File: config.mk
export PLATFORM = sky130hd
export DESIGN_NAME = addressed_serial_frame_transceiver
export DESIGN_NICKNAME = d
export VERILOG_FILES = /design/src/rtl/core/asft_pkg.sv /design/src/rtl/core/addressed_serial_frame_transceiver.sv /design/src/rtl/core/asft_cfg.sv /design/src/rtl/core/asft_core.sv
export SDC_FILE = /design/constraint.sdc
export NUM_CORES = 1
export LEC_CHECK = 0
export BUFFER_PORTS_ARGS = -buffer_cell sky130_fd_sc_hd__buf_2
export CAP_MARGIN = 20
export CORE_MARGIN = 1
export CORE_UTILIZATION = 55
export DETAILED_ROUTE_END_ITERATION = 6
export MAX_ROUTING_LAYER = met4
export PLACE_DENSITY_LB_ADDON = 0.25
export SLEW_MARGIN = 20
export SYNTH_ARGS = -nofsm -noshare
export SYNTH_HDL_FRONTEND = slang
export SYNTH_HIERARCHICAL = 1
export SYNTH_SLANG_ARGS = --single-unit
File: constraint.sdc
create_clock -name clk -period 2.6 [get_ports clk]
set_input_delay 0.13 -clock clk [delete_from_list [all_inputs] [get_ports clk]]
set_output_delay 0.13 -clock clk [all_outputs]
set_load 0.005 [all_outputs]
File: src/rtl/core/asft_pkg.sv
package asft_pkg;

  // configuration port geometry
  localparam int CFG_ADDR_W = 3;
  localparam int CFG_DATA_W = 16;

  // register indexes
  localparam logic [CFG_ADDR_W-1:0] REG_FIRST_DELAY   = 3'd0;
  localparam logic [CFG_ADDR_W-1:0] REG_BIT_PERIOD    = 3'd1;
  localparam logic [CFG_ADDR_W-1:0] REG_OWN_ADDRESS   = 3'd2;
  localparam logic [CFG_ADDR_W-1:0] REG_MATCH_CODE    = 3'd3;
  localparam logic [CFG_ADDR_W-1:0] REG_REPLY_ADDRESS = 3'd4;
  localparam logic [CFG_ADDR_W-1:0] REG_REPLY_CODE    = 3'd5;
  localparam logic [CFG_ADDR_W-1:0] REG_REPLY_DATA    = 3'd6;

  // register reset values
  localparam logic [15:0] FIRST_DELAY_RST   = 16'hE4E2;
  localparam logic [15:0] BIT_PERIOD_RST    = 16'h9896;
  localparam logic [2:0]  OWN_ADDRESS_RST   = 3'd2;
  localparam logic [2:0]  MATCH_CODE_RST    = 3'd1;
  localparam logic [2:0]  REPLY_ADDRESS_RST = 3'd1;
  localparam logic [2:0]  REPLY_CODE_RST    = 3'd2;
  localparam logic [7:0]  REPLY_DATA_RST    = 8'd5;

  // frame layout: bit positions within a frame
  localparam logic [4:0] ADDR_FIRST = 5'd1;
  localparam logic [4:0] ADDR_LAST  = 5'd3;
  localparam logic [4:0] CODE_FIRST = 5'd4;
  localparam logic [4:0] CODE_LAST  = 5'd6;
  localparam logic [4:0] DATA_FIRST = 5'd7;
  localparam logic [4:0] DATA_LAST  = 5'd14;
  localparam logic [4:0] TAIL_POS   = 5'd15;
  localparam logic [4:0] LAST_INDEX = 5'd16;

  // live configuration
  typedef struct packed {
    logic [15:0] first_delay;
    logic [15:0] bit_period;
    logic [2:0]  own_address;
    logic [2:0]  match_code;
    logic [2:0]  reply_address;
    logic [2:0]  reply_code;
    logic [7:0]  reply_data;
  } cfg_t;

endpackage

File: src/rtl/core/addressed_serial_frame_transceiver.sv
// Receives addressed serial frames and answers a matching one with a reply frame.
// Each input item is one prescaled timer tick carrying the sampled receive level;
// each item yields exactly one result item with the line and frame status after
// that tick. One item is taken per clock with both sides flowing; a result is
// presented once its item has passed the input register and the sequencer update
// into the result register, and it is held there until out_ready takes it.
// Configuration registers are written through cfg_we/cfg_addr/cfg_wdata and take
// effect at the next bit event.
module addressed_serial_frame_transceiver (
  input  logic                            clk,
  input  logic                            rst,
  input  logic                            in_valid,
  output logic                            in_ready,
  input  logic                            rx_level,
  output logic                            out_valid,
  input  logic                            out_ready,
  output logic                            tx_level,
  output logic                            tx_active,
  output logic                            rx_busy,
  output logic                            frame_done,
  output logic [2:0]                      frame_address,
  output logic [2:0]                      frame_code,
  output logic [7:0]                      frame_data,
  output logic                            reply_started,
  input  logic                            cfg_we,
  input  logic [asft_pkg::CFG_ADDR_W-1:0] cfg_addr,
  input  logic [asft_pkg::CFG_DATA_W-1:0] cfg_wdata
);
  import asft_pkg::*;

  cfg_t cfg;
  logic s1_valid;
  logic s1_rx;
  logic take;

  // input register
  assign in_ready = !s1_valid || take;

  always_ff @(posedge clk) begin
    if (rst) begin
      s1_valid <= 1'b0;
    end else if (in_ready) begin
      s1_valid <= in_valid;
    end
  end

  always_ff @(posedge clk) begin
    if (in_valid && in_ready) begin
      s1_rx <= rx_level;
    end
  end

  // configuration registers
  asft_cfg u_cfg (
    .clk       (clk),
    .rst       (rst),
    .cfg_we    (cfg_we),
    .cfg_addr  (cfg_addr),
    .cfg_wdata (cfg_wdata),
    .cfg       (cfg)
  );

  // frame sequencer and result register
  asft_core u_core (
    .clk           (clk),
    .rst           (rst),
    .cfg           (cfg),
    .item_valid    (s1_valid),
    .item_rx       (s1_rx),
    .out_ready     (out_ready),
    .take          (take),
    .out_valid     (out_valid),
    .tx_level      (tx_level),
    .tx_active     (tx_active),
    .rx_busy       (rx_busy),
    .frame_done    (frame_done),
    .frame_address (frame_address),
    .frame_code    (frame_code),
    .frame_data    (frame_data),
    .reply_started (reply_started)
  );

`ifndef SYNTH
  // never receiving and sending at once
  a_mode_excl: assert property (@(posedge clk) disable iff (rst)
    out_valid |-> !(tx_active && rx_busy))
    else $error("tx_active and rx_busy both high");

  // a reply only starts on a completed frame and puts the block into sending
  a_reply_start: assert property (@(posedge clk) disable iff (rst)
    (out_valid && reply_started) |-> (frame_done && tx_active))
    else $error("reply_started without frame completion");

  // a completed frame leaves the receiver
  a_done_idle_rx: assert property (@(posedge clk) disable iff (rst)
    (out_valid && frame_done) |-> !rx_busy)
    else $error("frame_done while still receiving");

  // an empty result register never blocks the input side
  a_no_false_stall: assert property (@(posedge clk) disable iff (rst)
    !out_valid |-> in_ready)
    else $error("input stalled with result register empty");
`endif

endmodule

File: src/rtl/core/asft_cfg.sv
module asft_cfg (
  input  logic                            clk,
  input  logic                            rst,
  input  logic                            cfg_we,
  input  logic [asft_pkg::CFG_ADDR_W-1:0] cfg_addr,
  input  logic [asft_pkg::CFG_DATA_W-1:0] cfg_wdata,
  output asft_pkg::cfg_t                  cfg
);
  import asft_pkg::*;

  // register file, written one register at a time
  always_ff @(posedge clk) begin
    if (rst) begin
      cfg.first_delay   <= FIRST_DELAY_RST;
      cfg.bit_period    <= BIT_PERIOD_RST;
      cfg.own_address   <= OWN_ADDRESS_RST;
      cfg.match_code    <= MATCH_CODE_RST;
      cfg.reply_address <= REPLY_ADDRESS_RST;
      cfg.reply_code    <= REPLY_CODE_RST;
      cfg.reply_data    <= REPLY_DATA_RST;
    end else if (cfg_we) begin
      unique case (cfg_addr)
        REG_FIRST_DELAY:   cfg.first_delay   <= cfg_wdata;
        REG_BIT_PERIOD:    cfg.bit_period    <= cfg_wdata;
        REG_OWN_ADDRESS:   cfg.own_address   <= cfg_wdata[2:0];
        REG_MATCH_CODE:    cfg.match_code    <= cfg_wdata[2:0];
        REG_REPLY_ADDRESS: cfg.reply_address <= cfg_wdata[2:0];
        REG_REPLY_CODE:    cfg.reply_code    <= cfg_wdata[2:0];
        REG_REPLY_DATA:    cfg.reply_data    <= cfg_wdata[7:0];
        default: ;
      endcase
    end
  end

endmodule

File: src/rtl/core/asft_core.sv
module asft_core (
  input  logic           clk,
  input  logic           rst,
  input  asft_pkg::cfg_t cfg,
  input  logic           item_valid,
  input  logic           item_rx,
  input  logic           out_ready,
  output logic           take,
  output logic           out_valid,
  output logic           tx_level,
  output logic           tx_active,
  output logic           rx_busy,
  output logic           frame_done,
  output logic [2:0]     frame_address,
  output logic [2:0]     frame_code,
  output logic [7:0]     frame_data,
  output logic           reply_started
);
  import asft_pkg::*;

  typedef enum logic [1:0] {
    MODE_IDLE = 2'd0,
    MODE_RX   = 2'd1,
    MODE_TX   = 2'd2
  } mode_t;

  mode_t       mode, mode_next;
  logic [4:0]  bit_index, bit_index_next;
  logic [15:0] tick_count, tick_count_next;
  logic [2:0]  got_address, got_address_next;
  logic [2:0]  got_code, got_code_next;
  logic [7:0]  got_data, got_data_next;
  logic        line_out, line_out_next;
  logic        prev_rx;
  logic        done, started, reply_bit;
  logic [1:0]  addr_pos, code_pos;
  logic [2:0]  data_pos;

  // item moves into the result register when it is free or being drained
  assign take = item_valid && (!out_valid || out_ready);

  // field bit positions, msb first
  assign addr_pos = 2'(ADDR_LAST - bit_index);
  assign code_pos = 2'(CODE_LAST - bit_index);
  assign data_pos = 3'(DATA_LAST - bit_index);

  // reply frame bit for the current index
  always_comb begin
    if (bit_index == 5'd0) begin
      reply_bit = 1'b1;
    end else if (bit_index <= ADDR_LAST) begin
      reply_bit = cfg.reply_address[addr_pos];
    end else if (bit_index <= CODE_LAST) begin
      reply_bit = cfg.reply_code[code_pos];
    end else if (bit_index <= DATA_LAST) begin
      reply_bit = cfg.reply_data[data_pos];
    end else begin
      reply_bit = 1'b0;
    end
  end

  // one tick of the frame sequencer
  always_comb begin
    mode_next        = mode;
    bit_index_next   = bit_index;
    tick_count_next  = tick_count;
    got_address_next = got_address;
    got_code_next    = got_code;
    got_data_next    = got_data;
    line_out_next    = line_out;
    done             = 1'b0;
    started          = 1'b0;
    unique case (mode)
      MODE_RX: begin
        if (tick_count == 16'd0) begin
          tick_count_next = cfg.bit_period;
          if (bit_index >= ADDR_FIRST && bit_index <= ADDR_LAST) begin
            got_address_next[addr_pos] = got_address[addr_pos] | item_rx;
            bit_index_next = bit_index + 5'd1;
          end else if (bit_index >= CODE_FIRST && bit_index <= CODE_LAST) begin
            got_code_next[code_pos] = got_code[code_pos] | item_rx;
            bit_index_next = bit_index + 5'd1;
          end else if (bit_index >= DATA_FIRST && bit_index <= DATA_LAST) begin
            got_data_next[data_pos] = got_data[data_pos] | item_rx;
            bit_index_next = bit_index + 5'd1;
          end else if (bit_index == TAIL_POS) begin
            bit_index_next = bit_index + 5'd1;
          end else begin
            done           = 1'b1;
            mode_next      = MODE_IDLE;
            bit_index_next = 5'd0;
            if (got_address == cfg.own_address && got_code == cfg.match_code) begin
              started   = 1'b1;
              mode_next = MODE_TX;
            end
          end
        end else begin
          tick_count_next = tick_count - 16'd1;
        end
      end
      MODE_TX: begin
        if (tick_count == 16'd0) begin
          tick_count_next = cfg.bit_period;
          if (bit_index < LAST_INDEX) begin
            line_out_next  = reply_bit;
            bit_index_next = bit_index + 5'd1;
          end else begin
            mode_next      = MODE_IDLE;
            bit_index_next = 5'd0;
          end
        end else begin
          tick_count_next = tick_count - 16'd1;
        end
      end
      default: begin
        // idle, and the unused code acts as idle
        if (!prev_rx && item_rx) begin
          mode_next        = MODE_RX;
          bit_index_next   = ADDR_FIRST;
          tick_count_next  = cfg.first_delay;
          got_address_next = 3'd0;
          got_code_next    = 3'd0;
          got_data_next    = 8'd0;
        end
      end
    endcase
  end

  // sequencer state and result register
  always_ff @(posedge clk) begin
    if (rst) begin
      mode        <= MODE_IDLE;
      bit_index   <= 5'd0;
      tick_count  <= 16'd0;
      got_address <= 3'd0;
      got_code    <= 3'd0;
      got_data    <= 8'd0;
      line_out    <= 1'b0;
      prev_rx     <= 1'b0;
      out_valid   <= 1'b0;
    end else begin
      if (take) begin
        mode          <= mode_next;
        bit_index     <= bit_index_next;
        tick_count    <= tick_count_next;
        got_address   <= got_address_next;
        got_code      <= got_code_next;
        got_data      <= got_data_next;
        line_out      <= line_out_next;
        prev_rx       <= item_rx;
        out_valid     <= 1'b1;
        tx_level      <= line_out_next;
        tx_active     <= (mode_next == MODE_TX);
        rx_busy       <= (mode_next == MODE_RX);
        frame_done    <= done;
        frame_address <= got_address_next;
        frame_code    <= got_code_next;
        frame_data    <= got_data_next;
        reply_started <= started;
      end else if (out_ready) begin
        out_valid <= 1'b0;
      end
    end
  end

endmodule
---- Word-level counts from Yosys, hierarchy flattened ----
Cells that the tools add are included.
W data, S select, Z words.
cells by class
  shifts and indexed selects .............. 0
  $mul .................................... 0
  $add $sub $neg .......................... 5
  bitwise logic cells ..................... 6
  mux-type cells .......................... 69
  magnitude comparators ................... 13
  equality and inequality tests ........... 15
  reduce and logical (&&, ||, !) cells .... 34
  div/mod/pow operators ................... 0
operator list
  cell                     number
  $mux W16                 3
  $mux W5                  8
  $mux W8                  5
  $mux W3                  7
  $mux W1                  20
  $mux W2                  9
  $reduce_and A2 Y1        9
  $logic_not A16 Y1        1
  $pmux W8 S2              1
  $sub A16 B1 Y16 const B  1
  $pmux W3 S2              2
  $ge A5 B3 Y1 const B     2
  $logic_and A1 B1 Y1      10
  $pmux W5 S2              1
  $eq A3 B3 Y1 const B     3
  $bmux W1 S2              4
  $bwmux W8                1
  $bmux W1 S3              2
  $bwmux W3                2
  $eq A3 B2 Y1 const B     2
  $eq A3 B3 Y1             2
  $lt A2 B3 Y1 const B     2
  $reduce_or A6 Y1         1
  $add A5 B1 Y5 const B    1
  other kinds (29)         43
word-level totals
  memory bits (read-only) ................. 0
  memory bits (writable) .................. 0
  word-level logic and storage cells ...... 168
  memories ................................ 0
  flip-flop bits (word level) ............. 113
  output and inout port bits .............. 21
  input port bits ......................... 25
  latch bits .............................. 0

---- Depth between registers and ports, before layout ----
  depth in word-level cells ............... 11
  gate-level depth with buffers ........... 11
  depth with buffers taken out ............ 8

---- Hierarchy ----
Netlist, hierarchy kept.
modules (own cells, without submodules)
  module                              instances  cells an instance  area each (sq um)  seq. area each (sq um)
  asft_core                           1          488                3849.9             1371.3
  asft_cfg                            1          209                2145.8             1041.0
  addressed_serial_frame_transceiver  1          6                  85.1               50.0

---- Worst setup path before layout ----
Ideal clock, no wire load.
  path type ............................... register to register
  from .................................... register u_core.bit_index[0]
  to ...................................... register u_core.frame_data[0] (data pin)
  data required time ...................... 2448 ps
  path slack .............................. -312 ps
  buffers on the path ..................... 2
  period minus slack after synthesis ...... 2912 ps
  arrival ................................. 2760 ps
  setup time .............................. 152 ps
  stages on the path, launching flop included .. 11
  path through ............................ dfxtp_1 buf_2 inv_1 ha_1 clkbuf_1 clkinv_1 nor2_1 a221oi_1 and3_1 or4_1 o21ai_0
between the ends
  word-level cells in the longest chain between the ends .. 11
  elaborated cells between the ends (all ways) .. 24
  classes of those cells .................. add/sub (1); order compare (8); mux (10); bitwise (1); reduce/logical (4)
ends and longest elaborated chain
  item                                                                RTL line          RTL
  start, declared                                                     asft_core.sv:28   logic [4:0] bit_index, bit_index_next;
  start signal, assigned                                              asft_core.sv:144  bit_index <= bit_index_next;
  $sub A3 B3 Y3                                                       asft_core.sv:45   assign data_pos = 3'(DATA_LAST - bit_index);
  $lt A3 B4 Y1 (not written as such) or $ge A3 B1 Y1 (tied branches)  asft_core.sv:84   got_data_next[data_pos] = got_data[data_pos] | item_rx;
  $logic_and A1 B1 Y1 (not written as such)                           asft_core.sv:84
  $mux W1 (not written as such)                                       asft_core.sv:84
  $demux W1 S3                                                        n/a
  $bwmux W8                                                           asft_core.sv:84
  $mux W8                                                             asft_core.sv:83   end else if (bit_index >= DATA_FIRST && bit_index <= DATA_LAST) begin
  $mux W8                                                             asft_core.sv:80   end else if (bit_index >= CODE_FIRST && bit_index <= CODE_LAST) begin
  $mux W8 *                                                           asft_core.sv:77   if (bit_index >= ADDR_FIRST && bit_index <= ADDR_LAST) begin
  $mux W8 *                                                           asft_core.sv:75   if (tick_count == 16'd0) begin
  $pmux W8 S2 *                                                       asft_core.sv:73   unique case (mode)
  via u_core.got_data_next[0]                                         asft_core.sv:32   logic [7:0] got_data, got_data_next;
  end signal, assigned                                                asft_core.sv:158  frame_data <= got_data_next;
  end, declared                                                       asft_core.sv:16   output logic [7:0] frame_data,
Mark *: on every way through the listed nets, which the timed path passes. The rest lies on a longest branch. The select of a mux whose other input is x is not followed.
A chain may end at the register's enable or synchronous reset.

---- Final worst setup path ----
  from .................................... register u_core.tick_count[2]
  to ...................................... register u_core.frame_data[2] (data pin)
between the ends
  word-level cells in the longest chain between the ends .. 3
ends and longest elaborated chain
  item                         RTL line          RTL
  start, declared              asft_core.sv:29   logic [15:0] tick_count, tick_count_next;
  start signal, assigned       asft_core.sv:145  tick_count <= tick_count_next;
  $logic_not A16 Y1            asft_core.sv:75
  $mux W8                      asft_core.sv:75
  $pmux W8 S2                  asft_core.sv:73
  via u_core.got_data_next[2]  asft_core.sv:32
The timed path passes the listed nets, and every way through them passes these cells.

==> metrics.md <==
| Metric | Value |
|---|---|
| Status | finished, final reports clean |
| Total via count in the routed design | 5479 |
| Most frequent cells after synthesis | 93 x sky130_fd_sc_hd__dfxtp_1, 85 x sky130_fd_sc_hd__nor2_1, 60 x sky130_fd_sc_hd__mux2i_1 |
| Sequential area share after synthesis | 0.405 |
| Critical Path End Type | flop |
| Flop pwr share | 0.389 |
| Post-layout worst setup margin | 0.0481 ns |
| Startpoint kind of the worst setup timing path | flop |
| Number of clock buffers inserted by TritonCTS | 17 |
| FILL cells | 818 |
| Core footprint | 10800 µm² |
| Post-layout minimum cycle time | 2.55 ns |
| ANT cells | 0 |
| Post-Synthesis Net Count | 737 |
| H-tree levels | 4 |
| Number of cells produced by synthesis | 703 |
| Cell chain of the critical path | nor4_4 > buf_4 > nand4_1 > nor3_1 > buf_4 > a21oi_1 > o21ai_0 > o21ai_0 |
| Number of warnings printed during yosys synthesis | 6 |
| Combinational fraction of design power | 0.137 |
| Dpl hpwl | 11000 µm |
| Switching portion of total power | 0.258 |
| Number of synthesized register bits | 113 |
| Worst EP arrival | 2.81 ns |
| Routed WL | 15900 µm |
| Placement-stage cell area | 6660 µm² |
| Initial antenna violation count | 0 |
| Die Outline Area | 11500 µm² |
| Clock transition at the registers of the reported paths | roughly 0.06 ns |
| Worst supply voltage drop on vdd | 627 µV |
| DRC violation total after the first TritonRoute iteration | 297 |
| Clock Skews | 0.0178 ns |
| Most instantiated flip-flop cell in the synthesis netlist | sky130_fd_sc_hd__dfxtp_1 |
| First-pass GRT wire length | 25600 µm |
| Layout Cell Area excl Fill | 7520 µm² |
| CTS Buffer Depth | 2 |
| Pin count of the biggest net entering global routing | 54 |
| All-Layer GR Usage | 0.299 |
| Clock sink count | 113 |
| Drt drc | 0 |
| Type of the worst setup path | reg2reg |
| Remaining max-slew budget at the tightest pin | 0.397 |
| Avg Synthesized Cell Area | 8.65 µm² |
| Top-area cell type share of the netlist area | 0.306 |
| Worst stage delay on the critical path | 0.38 ns |
| Root Buffer Master | sky130_fd_sc_hd__clkbuf_8 |
| Crit path max-delay cell type | sky130_fd_sc_hd__nor4_4 |
| Top-level port count | 46 |
| Multi-input logic area | 3430 µm² |
| Filler-free cell count of the finished design | 940 |
| Synth area leaders | sky130_fd_sc_hd__dfxtp_1 31%, sky130_fd_sc_hd__edfxtp_1 9.9%, sky130_fd_sc_hd__mux2i_1 9.9% |
| Width of the die | between 100 and 150 µm |
| Count of final hold-check violations | 0 |
| Detailed-routing iteration count for the pre-antenna-repair pass | 5 |
| Clock network fraction of total power | 0.474 |
| Clock insertion delay at the later pin of the skew report | 0.53 ns |
| Post-Place Worst Slack | 0.00511 ns |
| Number of enable flip-flop cells after synthesis | 20 |
| Floorplan row count | 38 |
| Highest Clock Rate | just under 400 MHz |
| Die height | 107 µm |
| Final weighted congestion of routability-driven global placement | 0.920 |
| Post-Synthesis Cell Area | between 6000 and 7000 µm² |
| Buffers and inverters on the worst path | 2 |
| Vias in the first global route | ~5400 |
| Max-cap violations | 0 |
| Required time at the endpoint of the critical path | between 2 and 3 ns |
| Via density per instance | ~6 |
| Total congestion overflow after global routing | 0 |
| Cell with the most instances after synthesis | sky130_fd_sc_hd__dfxtp_1 |
| Cell accounting for the most synthesized area | sky130_fd_sc_hd__dfxtp_1 |
| Async S/R FF share, synth | 0 |
| Fin Hold WS | 0.106 ns |
| Final core area utilization | 0.696 |
| # placed instances | between 800 and 900 |
| Port Buffers | 45 |
| Final Net Count | 821 |
| Routed wire length per instance | 16.9 µm |
| Total of endpoints with negative setup slack in the final report | 0 |
| Delay-heaviest family, CP | simple AND/OR/NAND/NOR gates |
| Static power due to leakage | 2.97 nW |
| Net switching power figure | 1.25 mW |
| Starting Density | 0.563 |
| Number of antenna-violating nets in the routed design | 0 |
| Total Negative Setup Slacks | 0 ns |
| Slew @ Worst Pin | approximately 0.9 ns |
| Layout overhead on the synthesized area | 23.6% |
| Power per cell area | approximately 640 nW/µm² |
| Clock tree from TritonCTS | built |
| Share of post-route cells with drive strength above 1 | 0.195 |
| P_int | 3.59 mW |
| Distinct cell type count of the synthesized netlist | 66 |
| Largest fanout of any net on the critical path | 9 |
| Final Total Pwr | 4.84 mW |
| Register area | 2470 µm² |
| Max Slew Vio Count | 0 |
| Worst min-delay path category | in2reg |
| Share of the cycle needed by the critical path after routing | 0.981 |
-- layout by cell type (no fill, tap or decap), drive strengths merged, types with 5 or more instances in the layout --
| master | Yosys | routed |
|---|---|---|
| nand2 | 55 | 55 |
| buf | 13 | 91 |
| or3 | 5 | 5 |
| nand4b | 5 | 5 |
| ha | 9 | 9 |
| nor4 | 5 | 5 |
| o21ai | 43 | 43 |
| or4 | 5 | 5 |
| a21oi | 54 | 54 |
| mux2i | 60 | 60 |
| a21o | 5 | 5 |
| nor2 | 85 | 85 |
| nand3 | 15 | 15 |
| nand2b | 52 | 52 |
| edfxtp | 20 | 20 |
| inv | 15 | 18 |
| nor3 | 24 | 24 |
| dlygate4sd3 | 0 | 20 |
| o211ai | 8 | 8 |
| o31ai | 5 | 5 |
| dfxtp | 93 | 93 |
| xor2 | 13 | 13 |
| clkbuf | 33 | 27 |
| xnor2 | 6 | 6 |
| a211oi | 19 | 19 |
-- sequential cells by signal, indices dropped and copies added, names as in the netlist, 2 cells and up --
name / cells
u_cfg/cfg: 52
u_core/bit_index: 5
u_core/frame_address: 3
u_core/frame_code: 3
u_core/frame_data: 8
u_core/got_address: 3
u_core/got_code: 3
u_core/got_data: 8
u_core/mode: 2
u_core/tick_count: 16
-- path summary, 6_finish.rpt --
path	from	endpoint	slack [ns]	depth (start not counted)
hold / removal	cfg_we	u_cfg/cfg[9]	0.11	3
setup reg to reg	u_core/tick_count[2]	u_core/frame_data[2]	0.05	8
setup / recovery	u_core/tick_count[2]	u_core/frame_data[2]	0.05	8
hold reg to reg	u_core/prev_rx	u_core/prev_rx	0.45	2
-- cells by family (layout without fill, tap and decap cells) --
family                   count (synthesis)  count (layout)  synth area share
buffers and inverters                   62             159            0.0416
AO/OA/AOI/OAI                          155             155             0.156
flip-flops                             113             113             0.405
XOR/XNOR                                19              19            0.0274
multiplexers                            64              64             0.110
AND/OR/NAND/NOR                        281             281             0.242
adder cells (fa/ha/maj)                  9               9            0.0185
-- power groups by stage --
| stage | Sequential [mW] | Combinational, mW | Clock (mW) |
|---|---|---|---|
| detailed placement | 1.92 | 0.615 | 0 |
| CTS | 1.88 | 0.647 | 2.32 |
| finish | 1.88 | 0.665 | 2.29 |
| global placement | 1.92 | 0.606 | 0 |
| floorplan | 1.91 | 0.417 | 0 |
| global route | 1.89 | 0.726 | 2.39 |
-- worst reg2reg max path: cells and delay by family (launching register included) --
family	cells	cell delay [ns]
simple gates	3	1.08
flops	1	0.37
buf+inv	2	0.41
compound gates	3	0.41
-- cell type report --
class,count,share of cell area
clock inverters,5,0.00416
repair buffers,111,0.104
clock buffers,27,0.0754
well taps,140,0.0233
inverters,16,0.00832
flip-flops and latches,113,0.329
multi-input cells,528,0.456
-- repair_timing --
item / in CTS / in global routing
buffers inserted: 0 / 1
hold buffers: 20 / 0
setup endpoints to repair: 1 / 16
resized for setup: 1 / 16
hold endpoints to repair: 54 / 0
pin swaps: 0 / 3
gates cloned: 0 / 0
-- metal layers --
layer,global-route usage,share of wire,vias to the layer above
met5,-,0,-
met4,0.155,0.031,0
met3,0.0736,0.041,46
met2,0.500,0.50,172
met1,0.331,0.43,2586
li1,-,-,2675
(Power assumes the default switching activity.)
